--- src/design/assert_macros.svh ---
// Assertion macros shared by the keyboard scan code translator RTL.
// Depends on nothing; bodies are empty when SYNTHESIS is defined.
`ifndef ASSERT_MACROS_SVH
`define ASSERT_MACROS_SVH
`ifndef SYNTHESIS
`define KBD_ASSERT(lbl, clk, rst, prop) \
   lbl: assert property (@(posedge clk) disable iff (rst) (prop)) \
      else $error("kbd assertion failed");
`define KBD_ASSERT_NEXT(lbl, clk, rst, cond, prop) \
   lbl: assert property (@(posedge clk) disable iff (rst) (cond) |=> (prop)) \
      else $error("kbd assertion failed");
`else
`define KBD_ASSERT(lbl, clk, rst, prop)
`define KBD_ASSERT_NEXT(lbl, clk, rst, cond, prop)
`endif
`endif

--- src/design/kbd_pkg.sv ---
// Package for the keyboard scan code translator: key codes and layout tables.
// Depends on nothing.
`timescale 1ns / 1ps

package kbd_pkg;

   localparam int unsigned CODE_W = 7;
   localparam int unsigned CHAR_W = 7;

   localparam logic [CODE_W-1:0] KEY_LSHIFT = 7'h2A;
   localparam logic [CODE_W-1:0] KEY_RSHIFT = 7'h36;
   localparam logic [CODE_W-1:0] KEY_CTRL   = 7'h1D;
   localparam logic [CODE_W-1:0] KEY_ALT    = 7'h38;
   localparam logic [CODE_W-1:0] KEY_CAPS   = 7'h3A;

   localparam logic [CHAR_W-1:0] CHAR_NONE  = 7'h00;
   localparam logic [CHAR_W-1:0] CHAR_LO_A  = 7'h61;
   localparam logic [CHAR_W-1:0] CHAR_LO_Z  = 7'h7A;
   localparam logic [CHAR_W-1:0] CHAR_UP_A  = 7'h41;
   localparam logic [CHAR_W-1:0] CHAR_UP_Z  = 7'h5A;
   localparam logic [CHAR_W-1:0] CASE_BIT   = 7'h20;

   // US layout, unshifted
   function automatic logic [CHAR_W-1:0] plain_map(input logic [CODE_W-1:0] code);
      logic [CHAR_W-1:0] ch;
      case (code)
         7'd1:  ch = 7'h1B;
         7'd2:  ch = 7'h31;
         7'd3:  ch = 7'h32;
         7'd4:  ch = 7'h33;
         7'd5:  ch = 7'h34;
         7'd6:  ch = 7'h35;
         7'd7:  ch = 7'h36;
         7'd8:  ch = 7'h37;
         7'd9:  ch = 7'h38;
         7'd10: ch = 7'h39;
         7'd11: ch = 7'h30;
         7'd12: ch = 7'h2D;
         7'd13: ch = 7'h3D;
         7'd14: ch = 7'h08;
         7'd15: ch = 7'h09;
         7'd16: ch = 7'h71;
         7'd17: ch = 7'h77;
         7'd18: ch = 7'h65;
         7'd19: ch = 7'h72;
         7'd20: ch = 7'h74;
         7'd21: ch = 7'h79;
         7'd22: ch = 7'h75;
         7'd23: ch = 7'h69;
         7'd24: ch = 7'h6F;
         7'd25: ch = 7'h70;
         7'd26: ch = 7'h5B;
         7'd27: ch = 7'h5D;
         7'd28: ch = 7'h0A;
         7'd30: ch = 7'h61;
         7'd31: ch = 7'h73;
         7'd32: ch = 7'h64;
         7'd33: ch = 7'h66;
         7'd34: ch = 7'h67;
         7'd35: ch = 7'h68;
         7'd36: ch = 7'h6A;
         7'd37: ch = 7'h6B;
         7'd38: ch = 7'h6C;
         7'd39: ch = 7'h3B;
         7'd40: ch = 7'h27;
         7'd41: ch = 7'h60;
         7'd43: ch = 7'h5C;
         7'd44: ch = 7'h7A;
         7'd45: ch = 7'h78;
         7'd46: ch = 7'h63;
         7'd47: ch = 7'h76;
         7'd48: ch = 7'h62;
         7'd49: ch = 7'h6E;
         7'd50: ch = 7'h6D;
         7'd51: ch = 7'h2C;
         7'd52: ch = 7'h2E;
         7'd53: ch = 7'h2F;
         7'd55: ch = 7'h2A;
         7'd57: ch = 7'h20;
         default: ch = CHAR_NONE;
      endcase
      return ch;
   endfunction

   // US layout, shift held
   function automatic logic [CHAR_W-1:0] shifted_map(input logic [CODE_W-1:0] code);
      logic [CHAR_W-1:0] ch;
      case (code)
         7'd1:  ch = 7'h1B;
         7'd2:  ch = 7'h21;
         7'd3:  ch = 7'h40;
         7'd4:  ch = 7'h23;
         7'd5:  ch = 7'h24;
         7'd6:  ch = 7'h25;
         7'd7:  ch = 7'h5E;
         7'd8:  ch = 7'h26;
         7'd9:  ch = 7'h2A;
         7'd10: ch = 7'h28;
         7'd11: ch = 7'h29;
         7'd12: ch = 7'h5F;
         7'd13: ch = 7'h2B;
         7'd14: ch = 7'h08;
         7'd15: ch = 7'h09;
         7'd16: ch = 7'h51;
         7'd17: ch = 7'h57;
         7'd18: ch = 7'h45;
         7'd19: ch = 7'h52;
         7'd20: ch = 7'h54;
         7'd21: ch = 7'h59;
         7'd22: ch = 7'h55;
         7'd23: ch = 7'h49;
         7'd24: ch = 7'h4F;
         7'd25: ch = 7'h50;
         7'd26: ch = 7'h7B;
         7'd27: ch = 7'h7D;
         7'd28: ch = 7'h0A;
         7'd30: ch = 7'h41;
         7'd31: ch = 7'h53;
         7'd32: ch = 7'h44;
         7'd33: ch = 7'h46;
         7'd34: ch = 7'h47;
         7'd35: ch = 7'h48;
         7'd36: ch = 7'h4A;
         7'd37: ch = 7'h4B;
         7'd38: ch = 7'h4C;
         7'd39: ch = 7'h3A;
         7'd40: ch = 7'h22;
         7'd41: ch = 7'h7E;
         7'd43: ch = 7'h7C;
         7'd44: ch = 7'h5A;
         7'd45: ch = 7'h58;
         7'd46: ch = 7'h43;
         7'd47: ch = 7'h56;
         7'd48: ch = 7'h42;
         7'd49: ch = 7'h4E;
         7'd50: ch = 7'h4D;
         7'd51: ch = 7'h3C;
         7'd52: ch = 7'h3E;
         7'd53: ch = 7'h3F;
         7'd55: ch = 7'h2A;
         7'd57: ch = 7'h20;
         default: ch = CHAR_NONE;
      endcase
      return ch;
   endfunction

endpackage

--- src/design/kbd_req_if.sv ---
// Request channel interface: one raw scan code byte per transaction.
// Depends on nothing.
`timescale 1ns / 1ps

interface kbd_req_if;
   logic       valid;
   logic       ready;
   logic [7:0] scan_byte;

   modport source (output valid, output scan_byte, input ready);
   modport sink   (input valid, input scan_byte, output ready);
endinterface

--- src/design/kbd_rsp_if.sv ---
// Response channel interface: character and modifier flags per transaction.
// Depends on nothing.
`timescale 1ns / 1ps

interface kbd_rsp_if;
   logic       valid;
   logic       ready;
   logic [6:0] char_code;
   logic       shift_held;
   logic       ctrl_held;
   logic       alt_held;
   logic       caps_on;

   modport source (output valid, output char_code, output shift_held, output ctrl_held,
                   output alt_held, output caps_on, input ready);
   modport sink   (input valid, input char_code, input shift_held, input ctrl_held,
                   input alt_held, input caps_on, output ready);
endinterface

--- src/design/keyboard_scancode_to_ascii_top.sv ---
// Scan code set 1 to ASCII translator, US layout, top level.
// Depends on kbd_pkg, kbd_req_if, kbd_rsp_if and assert_macros.svh.
//
//   channel    dir  payload                                    handshake
//   req_chan   in   scan_byte[7:0]                             valid/ready
//   rsp_chan   out  char_code[6:0], shift/ctrl/alt/caps flags  valid/ready
//
// One transaction per cycle sustained while rsp_chan is not stalled; a result
// reaches rsp_chan via the input register, then the result register with flags.
// Synchronous active-high reset clears the modifier flags and both valids.
// A stalled response holds its register; the input register takes a new byte
// only while empty as the response waits, then holds until the response moves.
`timescale 1ns / 1ps
`include "assert_macros.svh"

module keyboard_scancode_to_ascii_top (
   input logic       clock,
   input logic       reset,
   kbd_req_if.sink   req_chan,
   kbd_rsp_if.source rsp_chan
);

   logic                           in_valid_ff;
   logic [7:0]                     in_byte_ff;
   logic                           out_valid_ff;
   logic [kbd_pkg::CHAR_W-1:0]     char_ff, char_in;
   logic                           shift_ff, shift_in;
   logic                           ctrl_ff, ctrl_in;
   logic                           alt_ff, alt_in;
   logic                           caps_ff, caps_in;

   logic                           out_load;
   logic                           in_adv;
   logic                           release_key;
   logic [kbd_pkg::CODE_W-1:0]     code;
   logic                           is_shift;
   logic [kbd_pkg::CHAR_W-1:0]     map_ch;

   assign out_load       = !out_valid_ff || rsp_chan.ready;
   assign in_adv         = in_valid_ff && out_load;
   assign req_chan.ready = !in_valid_ff || out_load;

   assign release_key = in_byte_ff[7];
   assign code        = in_byte_ff[6:0];
   assign is_shift    = (code == kbd_pkg::KEY_LSHIFT) || (code == kbd_pkg::KEY_RSHIFT);

   always_comb begin
      shift_in = shift_ff;
      ctrl_in  = ctrl_ff;
      alt_in   = alt_ff;
      caps_in  = caps_ff;
      char_in  = kbd_pkg::CHAR_NONE;
      map_ch   = shift_ff ? kbd_pkg::shifted_map(code) : kbd_pkg::plain_map(code);
      if (release_key) begin
         if (is_shift) begin
            shift_in = 1'b0;
         end else if (code == kbd_pkg::KEY_CTRL) begin
            ctrl_in = 1'b0;
         end else if (code == kbd_pkg::KEY_ALT) begin
            alt_in = 1'b0;
         end
      end else if (is_shift) begin
         shift_in = 1'b1;
      end else if (code == kbd_pkg::KEY_CTRL) begin
         ctrl_in = 1'b1;
      end else if (code == kbd_pkg::KEY_ALT) begin
         alt_in = 1'b1;
      end else if (code == kbd_pkg::KEY_CAPS) begin
         caps_in = !caps_ff;
      end else begin
         char_in = map_ch;
         if (caps_ff && (((map_ch >= kbd_pkg::CHAR_LO_A) && (map_ch <= kbd_pkg::CHAR_LO_Z)) ||
                         ((map_ch >= kbd_pkg::CHAR_UP_A) && (map_ch <= kbd_pkg::CHAR_UP_Z)))) begin
            char_in = map_ch ^ kbd_pkg::CASE_BIT;
         end
      end
   end

   always_ff @(posedge clock) begin
      if (reset) begin
         in_valid_ff  <= 1'b0;
         out_valid_ff <= 1'b0;
         shift_ff     <= 1'b0;
         ctrl_ff      <= 1'b0;
         alt_ff       <= 1'b0;
         caps_ff      <= 1'b0;
      end else begin
         if (req_chan.ready) begin
            in_valid_ff <= req_chan.valid;
         end
         if (out_load) begin
            out_valid_ff <= in_valid_ff;
         end
         if (in_adv) begin
            shift_ff <= shift_in;
            ctrl_ff  <= ctrl_in;
            alt_ff   <= alt_in;
            caps_ff  <= caps_in;
         end
      end
   end

   always_ff @(posedge clock) begin
      if (req_chan.valid && req_chan.ready) begin
         in_byte_ff <= req_chan.scan_byte;
      end
      if (in_adv) begin
         char_ff <= char_in;
      end
   end

   assign rsp_chan.valid      = out_valid_ff;
   assign rsp_chan.char_code  = char_ff;
   assign rsp_chan.shift_held = shift_ff;
   assign rsp_chan.ctrl_held  = ctrl_ff;
   assign rsp_chan.alt_held   = alt_ff;
   assign rsp_chan.caps_on    = caps_ff;

   `KBD_ASSERT_NEXT(a_release_no_char, clock, reset, in_adv && in_byte_ff[7], char_ff == kbd_pkg::CHAR_NONE)
   `KBD_ASSERT_NEXT(a_caps_only_on_make, clock, reset, !(in_adv && (in_byte_ff == {1'b0, kbd_pkg::KEY_CAPS})), $stable(caps_ff))
   `KBD_ASSERT_NEXT(a_input_holds, clock, reset, in_valid_ff && !out_load, in_valid_ff && $stable(in_byte_ff))
   `KBD_ASSERT_NEXT(a_flags_move_with_result, clock, reset, !in_adv, $stable({shift_ff, ctrl_ff, alt_ff}))

endmodule
--- src/flat_wrapper.sv ---
// flat-port wrapper written by rule: the top's interface ports become plain ports
module keyboard_scancode_to_ascii_top_flat 
  (clock, reset, req_chan_valid, req_chan_scan_byte, req_chan_ready, rsp_chan_valid, rsp_chan_char_code, rsp_chan_shift_held, rsp_chan_ctrl_held, rsp_chan_alt_held, rsp_chan_caps_on, rsp_chan_ready);
  kbd_req_if req_chan_i ();
  kbd_rsp_if rsp_chan_i ();
  input logic clock;
  input logic reset;
  input wire logic [$bits(req_chan_i.valid)-1:0] req_chan_valid;
  input wire logic [$bits(req_chan_i.scan_byte)-1:0] req_chan_scan_byte;
  output wire logic [$bits(req_chan_i.ready)-1:0] req_chan_ready;
  output wire logic [$bits(rsp_chan_i.valid)-1:0] rsp_chan_valid;
  output wire logic [$bits(rsp_chan_i.char_code)-1:0] rsp_chan_char_code;
  output wire logic [$bits(rsp_chan_i.shift_held)-1:0] rsp_chan_shift_held;
  output wire logic [$bits(rsp_chan_i.ctrl_held)-1:0] rsp_chan_ctrl_held;
  output wire logic [$bits(rsp_chan_i.alt_held)-1:0] rsp_chan_alt_held;
  output wire logic [$bits(rsp_chan_i.caps_on)-1:0] rsp_chan_caps_on;
  input wire logic [$bits(rsp_chan_i.ready)-1:0] rsp_chan_ready;
  assign req_chan_i.valid = req_chan_valid;
  assign req_chan_i.scan_byte = req_chan_scan_byte;
  assign req_chan_ready = req_chan_i.ready;
  assign rsp_chan_valid = rsp_chan_i.valid;
  assign rsp_chan_char_code = rsp_chan_i.char_code;
  assign rsp_chan_shift_held = rsp_chan_i.shift_held;
  assign rsp_chan_ctrl_held = rsp_chan_i.ctrl_held;
  assign rsp_chan_alt_held = rsp_chan_i.alt_held;
  assign rsp_chan_caps_on = rsp_chan_i.caps_on;
  assign rsp_chan_i.ready = rsp_chan_ready;
  keyboard_scancode_to_ascii_top u_core (.clock(clock), .reset(reset), .req_chan(req_chan_i), .rsp_chan(rsp_chan_i));
endmodule
--- config.mk ---
export PLATFORM = sky130hd
export DESIGN_NAME = keyboard_scancode_to_ascii_top_flat
export DESIGN_NICKNAME = d
export VERILOG_FILES = /design/src/design/kbd_pkg.sv /design/src/design/kbd_req_if.sv /design/src/design/kbd_rsp_if.sv /design/src/design/keyboard_scancode_to_ascii_top.sv /design/src/flat_wrapper.sv
export VERILOG_INCLUDE_DIRS = /design/src /design/src/design
export SDC_FILE = /design/constraint.sdc
export NUM_CORES = 1
export LEC_CHECK = 0
export ABC_AREA = 1
export BUFFER_PORTS_ARGS = -buffer_cell sky130_fd_sc_hd__buf_2
export CELL_PAD_IN_SITES_DETAIL_PLACEMENT = 2
export CELL_PAD_IN_SITES_GLOBAL_PLACEMENT = 2
export CORE_UTILIZATION = 35
export DETAILED_ROUTE_END_ITERATION = 6
export PLACE_DENSITY_LB_ADDON = 0.1
export SETUP_SLACK_MARGIN = 0.3
export SLEW_MARGIN = 10
export SYNTH_ARGS = -nofsm -noshare
export SYNTH_HDL_FRONTEND = slang
export SYNTH_SLANG_ARGS = --single-unit
--- constraint.sdc ---
create_clock -name clock -period 4.6 [get_ports clock]
set_clock_uncertainty 0.05 [all_clocks]
set_input_delay 0.46 -clock clock [delete_from_list [all_inputs] [get_ports clock]]
set_output_delay 0.46 -clock clock [all_outputs]
set_load 0.02 [all_outputs]
==> results.md, run 1 <==
* CP delay by family, top: simple AND/OR/NAND/NOR gates
* Non-Filler Instances at 506
* Outcome: completed
* Vias at 2669
* Type of the worst min-delay path: primary input to flop
* Yosys Warn Count at 0
* Critical path arrival at 2.87 ns
* Cts hold-fix bufs at 0
* Highest clock rate at 365.4 MHz
* Worst slew pin tran at 0.9934 ns
* DIE AREA at 7587 um2
* Pleak at 1.405 nW
* Total Wirelength at 8865 um
* Per-cell routed wire length at 17.52 um
* Hold EP: u_core.in_byte_ff[6]
* First-pass GRT wire length at 14510 um
* Root Buffer: clkbuf_8
* TritonCTS buffer count at 5
* Synth area leaders: nand2_1 (21%), edfxtp_1 (18%), dfxtp_1 (16%), nand3_1 (11%), nor2_1 (6.2%)
* Setup crit start kind: flop
* Peak supply drop at 0.0001095 V
* DRT iter0 DRCs at 86
* Worst hold slack at 0.3060 ns
* Final Net Count at 433
* Max Cap Viol at 0
* Height of the chip at between 80 and 90 um
* Starting Density at 0.3670
* Vias in the first global route at 2792
* Hold Vio Cnt, Final at 0
* Tmin final at 2.737 ns
* Die Wd at 87.11 um
* Worst path slowest cell: dfxtp_1
* Grt total ovfl at 0
* Relative slew margins at 0.3361
* Sink Count at 35
* IO Pins at 25
* Hpwl dp at 6721 um
* Final Power at 0.8859 mW
* Layout cells sized above 1 at 0.1098
* Worst-Skew Late Latency at 0.29 ns
* Via-per-instance ratio at 5.275
* Cells on worst reg2reg path at 13
* Crit Path Max Fanout at 13
* Mapped Nets at about 420
* Crit. End Element: flop
* Area Growth Syn to Fin at 9.378%
* CTS tree: yes
* Post_cts resized at 0
* Setup Fix Bufs, Post-CTS at 0
* DRC at 0
* PortBufs at 24
* Clk buf depth at 2
* Core Util, Final at 0.4014
* Hold path cells at 1
* # diodes at 0
* Crit share post-route at 0.5949
* Filler cell count at ~900
* Yosys reg bits at 35
* RSZ-0062 raised after global routing: false
* Cell Rows at 30
* Gr usage total at 0.2507
* CP required at 4.73 ns
* Dpl cells at 498
* Cell Area, Synth at 2535 um2
* Final setup fails at 0
* R2R setup slack at approximately 1.9 ns
* Initial antenna violation count at 0
* H-tree depth at 2
* Top cell type's share of synthesized area at 0.2147
* GPL Wtd Cong at ~0.90
* R2R Path Start: u_core.rsp_chan.valid
* Hold_sp: req_chan_scan_byte[6]
* Buf/Inv on CP at 2
* Power per cell area at 319.5 nW/um2
* CP most frequent cell: nand2_1
* Final slew viol count at 0
* Fin Setup TNS at 0 ns
* Distinct cells, synth at 25
* Worst-path cell chain: nand3_2 -> nand2_2 -> nand2_1 -> nand2_1 -> ha_1 -> inv_1 -> nand2_1 -> nand3_1 -> nand2_1 -> nand2_1 -> nand2_1 -> nand2_1 -> inv_1
* Cells after Synth at approximately 400
* Core area at 6907 um2
* Largest stage delay, worst path at 0.38 ns
* ANT nets after route at 0
* First-pass DRT Iterations at 4
* Clock Pin Slew Worst Setup and Hold Paths at 0.07 ns
* WS Path Type: flop to flop
* Largest net degree at the start of global routing at 30
* Syn Area/Cell at ~6.4 um2
* Synth area leader: nand2_1
* Sequential-to-total area share from yosys stat at 0.3356
[how the worst max path moves through the flow]
stage                          startpoint    to  slack [ns]  cells past startpoint
finish              u_core.rsp_chan.valid  flop        1.86                     13
global placement           rsp_chan_ready  flop        1.84                     15
detailed placement         rsp_chan_ready  flop        1.66                     15
global route        u_core.rsp_chan.valid  flop        1.64                     13
CTS                 u_core.rsp_chan.valid  flop        1.85                     13
floorplan                  req_chan_valid  flop        2.57                     14
[Yosys cell counts (all sizes together)]
cell type / instances
nor3: 3
nand3b: 3
edfxtp: 15
nand3: 57
inv: 34
a21oi: 15
nor2: 44
buf: 15
dfxtp: 20
clkbuf: 1
o21ai: 17
o211ai: 1
ha: 12
nand2: 150
nor4: 1
nand4: 5
or2: 1
[logic make-up after synthesis]
logic type	share of synthesized area
simple gates	0.4408
buf+inv	0.09378
flops	0.3356
compound gates	0.07058
fa+ha+maj	0.05923
[per-layer routing]
| metal | global-route usage | routed length [um] |
|---|---|---|
| met5 | 0 | 0 |
| met4 | 0.07004 | 94 |
| met3 | 0.02938 | 292 |
| met2 | 0.4338 | 4453 |
| met1 | 0.3289 | 4024 |
[metrics by stage]
step,worst slack (ns),cell area (um2)
detailed placement,1.661,2665
global placement,1.843,2665
finish,1.863,2773
CTS,1.849,2773
global route,1.645,2773
floorplan,2.565,2535
[report_power, final]
part           internal [mW]  switching, mW
Sequential             0.357         0.0126
Clock                  0.159          0.114
Combinational         0.0685          0.176
Total                  0.584          0.302
[area by class of cell]
type                    instances  area (um2)  area share
repair buffers                 24       120.1     0.04332
clock inverters                 3       38.79     0.01399
inverters                      34       127.6     0.04603
well taps                      96       120.1     0.04332
clock buffers                   5       68.82     0.02482
flip-flops and latches         35       850.8      0.3069
multi-input cells             309        1446      0.5217
[cell usage in the layout (no fill, tap or decap), drive strengths merged, types with 2 or more instances in the layout]
| master | synthesis | routed |
|---|---|---|
| edfxtp | 15 | 15 |
| nor2 | 44 | 44 |
| nor3 | 3 | 3 |
| clkbuf | 1 | 5 |
| inv | 34 | 34 |
| nand2 | 150 | 150 |
| nand4 | 5 | 5 |
| a21oi | 15 | 15 |
| nand3b | 3 | 3 |
| o21ai | 17 | 17 |
| clkinv | 0 | 2 |
| ha | 12 | 12 |
| nand3 | 57 | 57 |
| buf | 15 | 24 |
| dfxtp | 20 | 20 |
(Power assumes the default switching activity.)
==> run 2, diff against run 1 <==
CORE_UTILIZATION = 29   (was 35)
clock period = 2.46 ns   (was 4.6 ns; I/O delays follow)
==> results.md, run 2 (synthesized netlist as in run 1, its figures left out) <==
* Clock Pin Slew Worst Setup and Hold Paths at 0.07 ns
* Flop pwr share at 0.414
* Vias at 2624
* Outcome: completed
* Fin Setup TNS at 0 ns
* Hold path cells at 1
* Worst-Skew Late Latency at 0.29 ns
* Die Wd at roughly 95 um
* Hold_sp: req_chan_scan_byte[7]
* Worst path slowest cell: nand2_2
* GRT met1 Usage at 0.2723
* Type of the worst min-delay path: primary input to flop
* Critical path arrival at 2.10 ns
* Pleak at roughly 1.5 nW
* Sw Ratio at 0.3412
* IO Pins at 25
* First-pass GRT wire length at 14200 um
* Filler cell count at 1043
* Peak supply drop at between 0.00015 and 0.0002 V
* Gr usage total at 0.2061
* Combinational share of power at 0.283
* GPL Wtd Cong at 0.8108
* Cells on worst reg2reg path at 11
* Root Buffer: clkbuf_8
* DRC at 0
* Total Wirelength at 8622 um
* Setup ws final at around 0.5 ns
* Sink Count at 35
* Hpwl dp at 6866 um
* GR peak layer: met2
* Cell Rows at 33
* Per-cell routed wire length at 16.42 um
* DIE AREA at 9119 um2
* Power per cell area at 572.5 nW/um2
* GR Util met3 at 0.02153
* Highest clock rate at 509.6 MHz
* Final Net Count at 443
* CP required at 2.59 ns
* First-pass DRT Iterations at 4
* Vias in the first global route at 2685
* Area of the multi-input gates at 1489 um2
* Worst slew pin tran at 0.4257 ns
* Via-per-instance ratio at 4.998
* Core area at 8341 um2
* P_sw at about 0.57 mW
* M2 GR Usage at 0.3565
* Final setup fails at 0
* Largest net degree at the start of global routing at 30
* Tmin final at 1.962 ns
* R2R setup slack at approximately 0.5 ns
* RSZ-0062 raised after global routing: false
* WS Path Type: flop to flop
* Largest stage delay, worst path at 0.37 ns
* Max Cap Viol at 0
* Layout cells sized above 1 at 0.1524
* Most common cell after layout, fill and taps aside: nand2_1
* Area Growth Syn to Fin at 15.20%
* Relative slew margins at 0.7152
* Worst-path cell chain: nand3_4 -> buf_4 -> nand3_1 -> nand2_2 -> nand2_1 -> nand2_1 -> nor2_1 -> nor2_1 -> nand2_1 -> nand2_1 -> inv_1
* Starting Density at 0.3039
* Reg area at 852.1 um2
* # diodes at 0
* DP Worst Slack at ~0.074 ns
* H-tree depth at 2
* Initial antenna violation count at 0
* Height of the chip at 95.50 um
* Pint at about 1.1 mW
* Crit. End Element: flop
* TritonCTS buffer count at 5
* Hold Vio Cnt, Final at 0
* Grt total ovfl at 0
* Buf/Inv on CP at 2
* Cts hold-fix bufs at 0
* Hold EP: u_core.in_byte_ff[7]
* Setup crit start kind: flop
* DRT iter0 DRCs at 66
* CP most frequent cell: nand2_1
* Most frequent cells in the layout: nand2_1 (140), nand3_1 (55), nor2_1 (42)
* Clk buf depth at 2
* Clock power share at 0.303
* Final slew viol count at 0
* PortBufs at 24
* Crit Path Max Fanout at 20
* Crit share post-route at 0.7977
* CTS tree: yes
* ANT nets after route at 0
* CP delay by family, top: simple AND/OR/NAND/NOR gates
* R2R Path Start: u_core.rsp_chan.valid
[run 2: cell types whose count changed in the layout (fill, tap and decap cells not counted), moves of 2 or more]
cell     change
buf_4        +9
nand2_1      -5
nand2_2      +2
nand2_4      +3
[run 2: final cells by class]
| class | count | area share |
|---|---|---|
| well taps | 105 | 0.04499 |
| multi-input cells | 309 | 0.5099 |
| inverters | 34 | 0.04370 |
| flip-flops and latches | 35 | 0.2918 |
| repair buffers | 34 | 0.07112 |
| clock buffers | 7 | 0.03685 |
| clock inverters | 1 | 0.001714 |
[run 2: per-stage QoR]
stage	total power [mW]	cell area [um2]	util	hold slack, ns	std cells
after CTS	1.687	2882	0.3455	0.07880	523
after detailed placement	1.173	2749	0.3296	0.3791	515
after global placement	1.159	2749	0.3296	0.3776	515
final	1.672	2920	0.3501	0.08626	525
after floorplan	1.025	2535	-	0.2651	394
after global routing	1.786	2920	0.3501	0.06931	525
[run 2: how the worst max path moves through the flow]
stage | from | to | slack (ns) | cells after the start
3_3_place_gp | rsp_chan_ready | flop | 0.11 | 14
6_report | u_core.rsp_chan.valid | flop | 0.50 | 11
3_5_place_dp | rsp_chan_ready | flop | 0.07 | 14
2_1_floorplan | u_core.rsp_chan.valid | flop | 0.46 | 14
5_1_grt | u_core.rsp_chan.valid | flop | 0.32 | 12
4_1_cts | u_core.rsp_chan.valid | flop | 0.32 | 13
[run 2: power by group through the flow]
stage	clock network, mW	registers, mW	logic, mW
after floorplan	0	0.703	0.322
after global placement	0	0.703	0.456
after detailed placement	0	0.705	0.468
after CTS	0.521	0.692	0.474
after global routing	0.551	0.698	0.538
final	0.507	0.692	0.473
[run 2: what timing repair did]
action,CTS,global route
pin swaps,0,1
setup endpoints to repair,11,13
resized for setup,6,6
setup buffers,0,2
[run 2: metal layers]
metal,share of wire,vias up,wire length (um)
li1,-,1321,-
met1,0.49,1262,4230
met2,0.48,32,4101
met3,0.021,9,180
met4,0.013,0,109
met5,0,-,0
[run 2: worst register-to-register path, stage by stage (launching register included)]
cell and delay [ns]:
dfxtp_2 0.35, nand3_4 0.15, buf_4 0.14, nand3_1 0.12
nand2_2 0.37, nand2_1 0.22, nand2_1 0.11, nor2_1 0.05
nor2_1 0.13, nand2_1 0.07, nand2_1 0.07, inv_1 0.04
==> run 3, diff against run 2 <==
ABC_AREA = 0   (was 1)
CORE_UTILIZATION = 37   (was 29)
clock period = 2 ns   (was 2.46 ns; I/O delays follow)
==> results.md, run 3 <==
* Synth top cells by count: nand2_1 (30), nor2_1 (25), o21ai_0 (21)
* Sequential-to-total area share from yosys stat at 0.3064
* Starting Density at 0.3828
* Cts hold-fix bufs at 0
* Post-synth EDFFs at 15
* Die Wd at between 80 and 90 um
* Setup Fix Bufs, Post-CTS at 26
* H-tree depth at 2
* DP Worst Slack at -0.5891 ns
* Cell Area, Synth at 2776 um2
* Synth area leader: edfxtp_1
* TritonCTS buffer count at 5
* Top cell type's share of synthesized area at 0.1622
* Error: [ERROR DPL-0033] detailed placement checks failed during check placement.
* Yosys reg bits at 35
* IO Pins at 25
* Syn Area/Cell at 8.842 um2
* Post_cts resized at 117
* Height of the chip at 88.63 um
* Stopped at: 4_1_cts
* Outcome: aborted with a tool error
* Root Buffer: clkbuf_8
* Distinct cells, synth at 69
* Cell Rows at 31
* Yosys Warn Count at 0
* Dpl cells at approximately 500
* Mapped Nets at 338
* GPL Wtd Cong at 0.8955
* Hpwl dp at slightly above 10000 um
* PortBufs at 24
* Main synth FF type: dfxtp_1
* Clk buf depth at 2
* Sink Count at 35
* Synth area leaders: edfxtp_1 (16%), dfxtp_1 (14%), mux2i_1 (6.5%), ha_1 (5.4%), nand2_1 (4.1%)
* Top-count cell post-synth: nand2_1
* Cells after Synth at 314
* Asr flop ratio synth at 0
==> run 3: cell families after synthesis <==
logic type	Yosys count	synth area share
buf+inv	34	0.08157
simple gates	109	0.2059
fa+ha+maj	12	0.05408
flops	35	0.3064
mux	22	0.08112
compound gates	96	0.2519
xor+xnor	6	0.01893
==> run 3: through the flow <==
stage                     instance area [um2]  hold WS (ns)    util  setup TNS [ns]
after floorplan                          2959        0.2094       -          -3.798
after global placement                   3625        0.3274  0.4997          -5.263
after detailed placement                 3625        0.3305  0.4997          -6.999
==> run 4, diff against run 3 <==
CELL_PAD_IN_SITES_DETAIL_PLACEMENT = unset   (was 2)
CELL_PAD_IN_SITES_GLOBAL_PLACEMENT = unset   (was 2)
CORE_UTILIZATION = 30   (was 37)
PLACE_DENSITY_LB_ADDON = 0.15   (was 0.1)
SETUP_SLACK_MARGIN = unset   (was 0.3)
==> results.md, run 4 <==
* Outcome: finished, violations left
* Failing checks: DRC, setup timing
* Via-per-instance ratio at ~5.5
* Top-count cell post-synth: nand2_1
* Max Cap Viol at 0
* Main synth FF type: dfxtp_1
* WS Path Type: flop to flop
* Vias at 2952
* Relative slew margins at 0.6557
* Critical path arrival at approximately 2.4 ns
* Root Buffer: clkbuf_8
* Grt total ovfl at 0
* Clk buf depth at 2
* Total Wirelength at 9709 um
* Final setup fails at 14
* Synth area leader: edfxtp_1
* DRT iter0 DRCs at ~290
* DP Worst Slack at -0.5567 ns
* Setup ws final at -0.3309 ns
* PortBufs at 24
* Synth top cells by count: nand2_1 (30), nor2_1 (25), o21ai_0 (21)
* Power per cell area at slightly above 600 nW/um2
* Sequential-to-total area share from yosys stat at 0.3064
* Most common cell after layout, fill and taps aside: buf_4
* Crit Path Max Fanout at 5
* Yosys Warn Count at 0
* Reg area at 859.6 um2
* Final slew viol count at 0
* Placed Area at 3630 um2
* H-tree depth at 2
* Vias in the first global route at 3012
* First-pass GRT wire length at ~16000 um
* Area Growth Syn to Fin at 54.30%
* TritonCTS buffer count at 5
* Distinct cells, synth at 69
* Sink Count at 35
* Core area at 8848 um2
* Setup crit start kind: flop
* Hold Vio Cnt, Final at 0
* Filler cell count at 838
* DRC at 3
* Design area at about 4300 um2
* CTS tree: yes
* Mapped Nets at between 300 and 400
* Highest clock rate at 429.0 MHz
* Asr flop ratio synth at 0
* Clock Pin Slew Worst Setup and Hold Paths at 0.09 ns
* Cell Rows at 34
* Cells after Synth at approximately 310
* # diodes at 0
* Area of the multi-input gates at 2038 um2
* Die Wd at 98.20 um
* Height of the chip at 98.20 um
* Gr usage total at 0.2065
* GPL Wtd Cong at approximately 0.88
* Peak supply drop at 0.0002667 V
* Per-cell routed wire length at 17.98 um
* Hpwl dp at 6982 um
* Most frequent cells in the layout: buf_4 (94), nand2_1 (27), buf_2 (24)
* Tmin final at 2.331 ns
* CP required at 2.11 ns
* DIE AREA at 9643 um2
* Cts hold-fix bufs at 0
* IO Pins at 25
* Starting Density at 0.3138
* Layout cells sized above 1 at 0.4954
* First-pass DRT Iterations at 7
* Cell Area, Synth at roughly 2800 um2
* Crit. End Element: flop
* Syn Area/Cell at 8.842 um2
* Crit share post-route at 1.165
* Worst slew pin tran at between 0.5 and 0.6 ns
* Initial antenna violation count at 0
* Top cell type's share of synthesized area at 0.1622
* Pleak at approximately 1.8 nW
* Worst-Skew Late Latency at 0.29 ns
* Post-synth EDFFs at 15
* Final Net Count at 455
* Largest net degree at the start of global routing at 20
* Type of the worst min-delay path: primary input to flop
* RSZ-0062 raised after global routing: true
* Yosys reg bits at 35
* ANT nets after route at 0
* Synth area leaders: edfxtp_1 (16%), dfxtp_1 (14%), mux2i_1 (6.5%), ha_1 (5.4%), nand2_1 (4.1%)
-- run 4: cell counts after synthesis --
No cell type changed its count.
-- run 4: stage by stage --
stage	std cells	TNS, ns	utilization	hold WS (ns)	power (mW)
global route	540	-4.835	0.4842	0.02714	2.744
detailed placement	509	-6.360	0.4102	0.3319	1.728
CTS	531	-3.023	0.4597	0.03208	2.533
floorplan	314	-3.804	-	0.2094	1.371
finish	540	-3.543	0.4842	0.03582	2.632
global placement	509	-6.001	0.4102	0.3279	1.731
-- run 4: kinds of logic after synthesis --
family	share of synthesized area
compound gates	0.2519
flops	0.3064
xor+xnor	0.01893
fa+ha+maj	0.05408
buf+inv	0.08157
mux	0.08112
simple gates	0.2059
-- run 4: what timing repair did --
item / 4_1_cts / 5_1_grt
pin swaps: 17 / 17
buffers inserted: 13 / 12
cloned: 1 / 0
setup endpoints to repair: 19 / 17
resized for setup: 47 / 36
-- run 4: critical path, stage by stage, from the launching register on --
cell and delay, ns:
dfxtp_2 0.34, and3b_2 0.32, inv_8 0.05, nand2_8 0.07
inv_8 0.03, o22ai_4 0.30, ha_4 0.30, buf_6 0.13
mux2_4 0.27, o2111ai_4 0.21, nand3_2 0.12
-- run 4: power breakdown --
group          leakage [nW]  internal, mW  switching, mW
Sequential            0.312         0.822         0.0365
Combinational          1.38         0.538          0.547
Clock                0.0612         0.404          0.284
-- run 4: metal layers --
layer	global-route usage	up-vias	share of wire
met5	0	-	0
met1	0.2906	1409	0.49
met4	0.06774	0	0.014
met3	0.03078	13	0.043
met2	0.3229	99	0.45
li1	-	1431	-
-- run 4: worst paths after layout --
check / cells past startpoint / to / from / slack, ns
max: 10 / flop / u_core.in_valid_ff / -0.33
min reg2reg: 2 / u_core.rsp_chan.alt_held / u_core.rsp_chan.alt_held / 0.45
min: 1 / u_core.in_byte_ff[7] / req_chan_scan_byte[7] / 0.04
max reg2reg: 10 / flop / u_core.in_valid_ff / -0.33
-- run 4: cell type report --
type                    instances  area share
clock buffers                   6     0.01928
clock inverters                 2    0.008178
inverters                      10     0.01460
multi-input cells             245      0.4758
flip-flops and latches         35      0.2006
well taps                     108     0.03154
repair buffers                134      0.2500
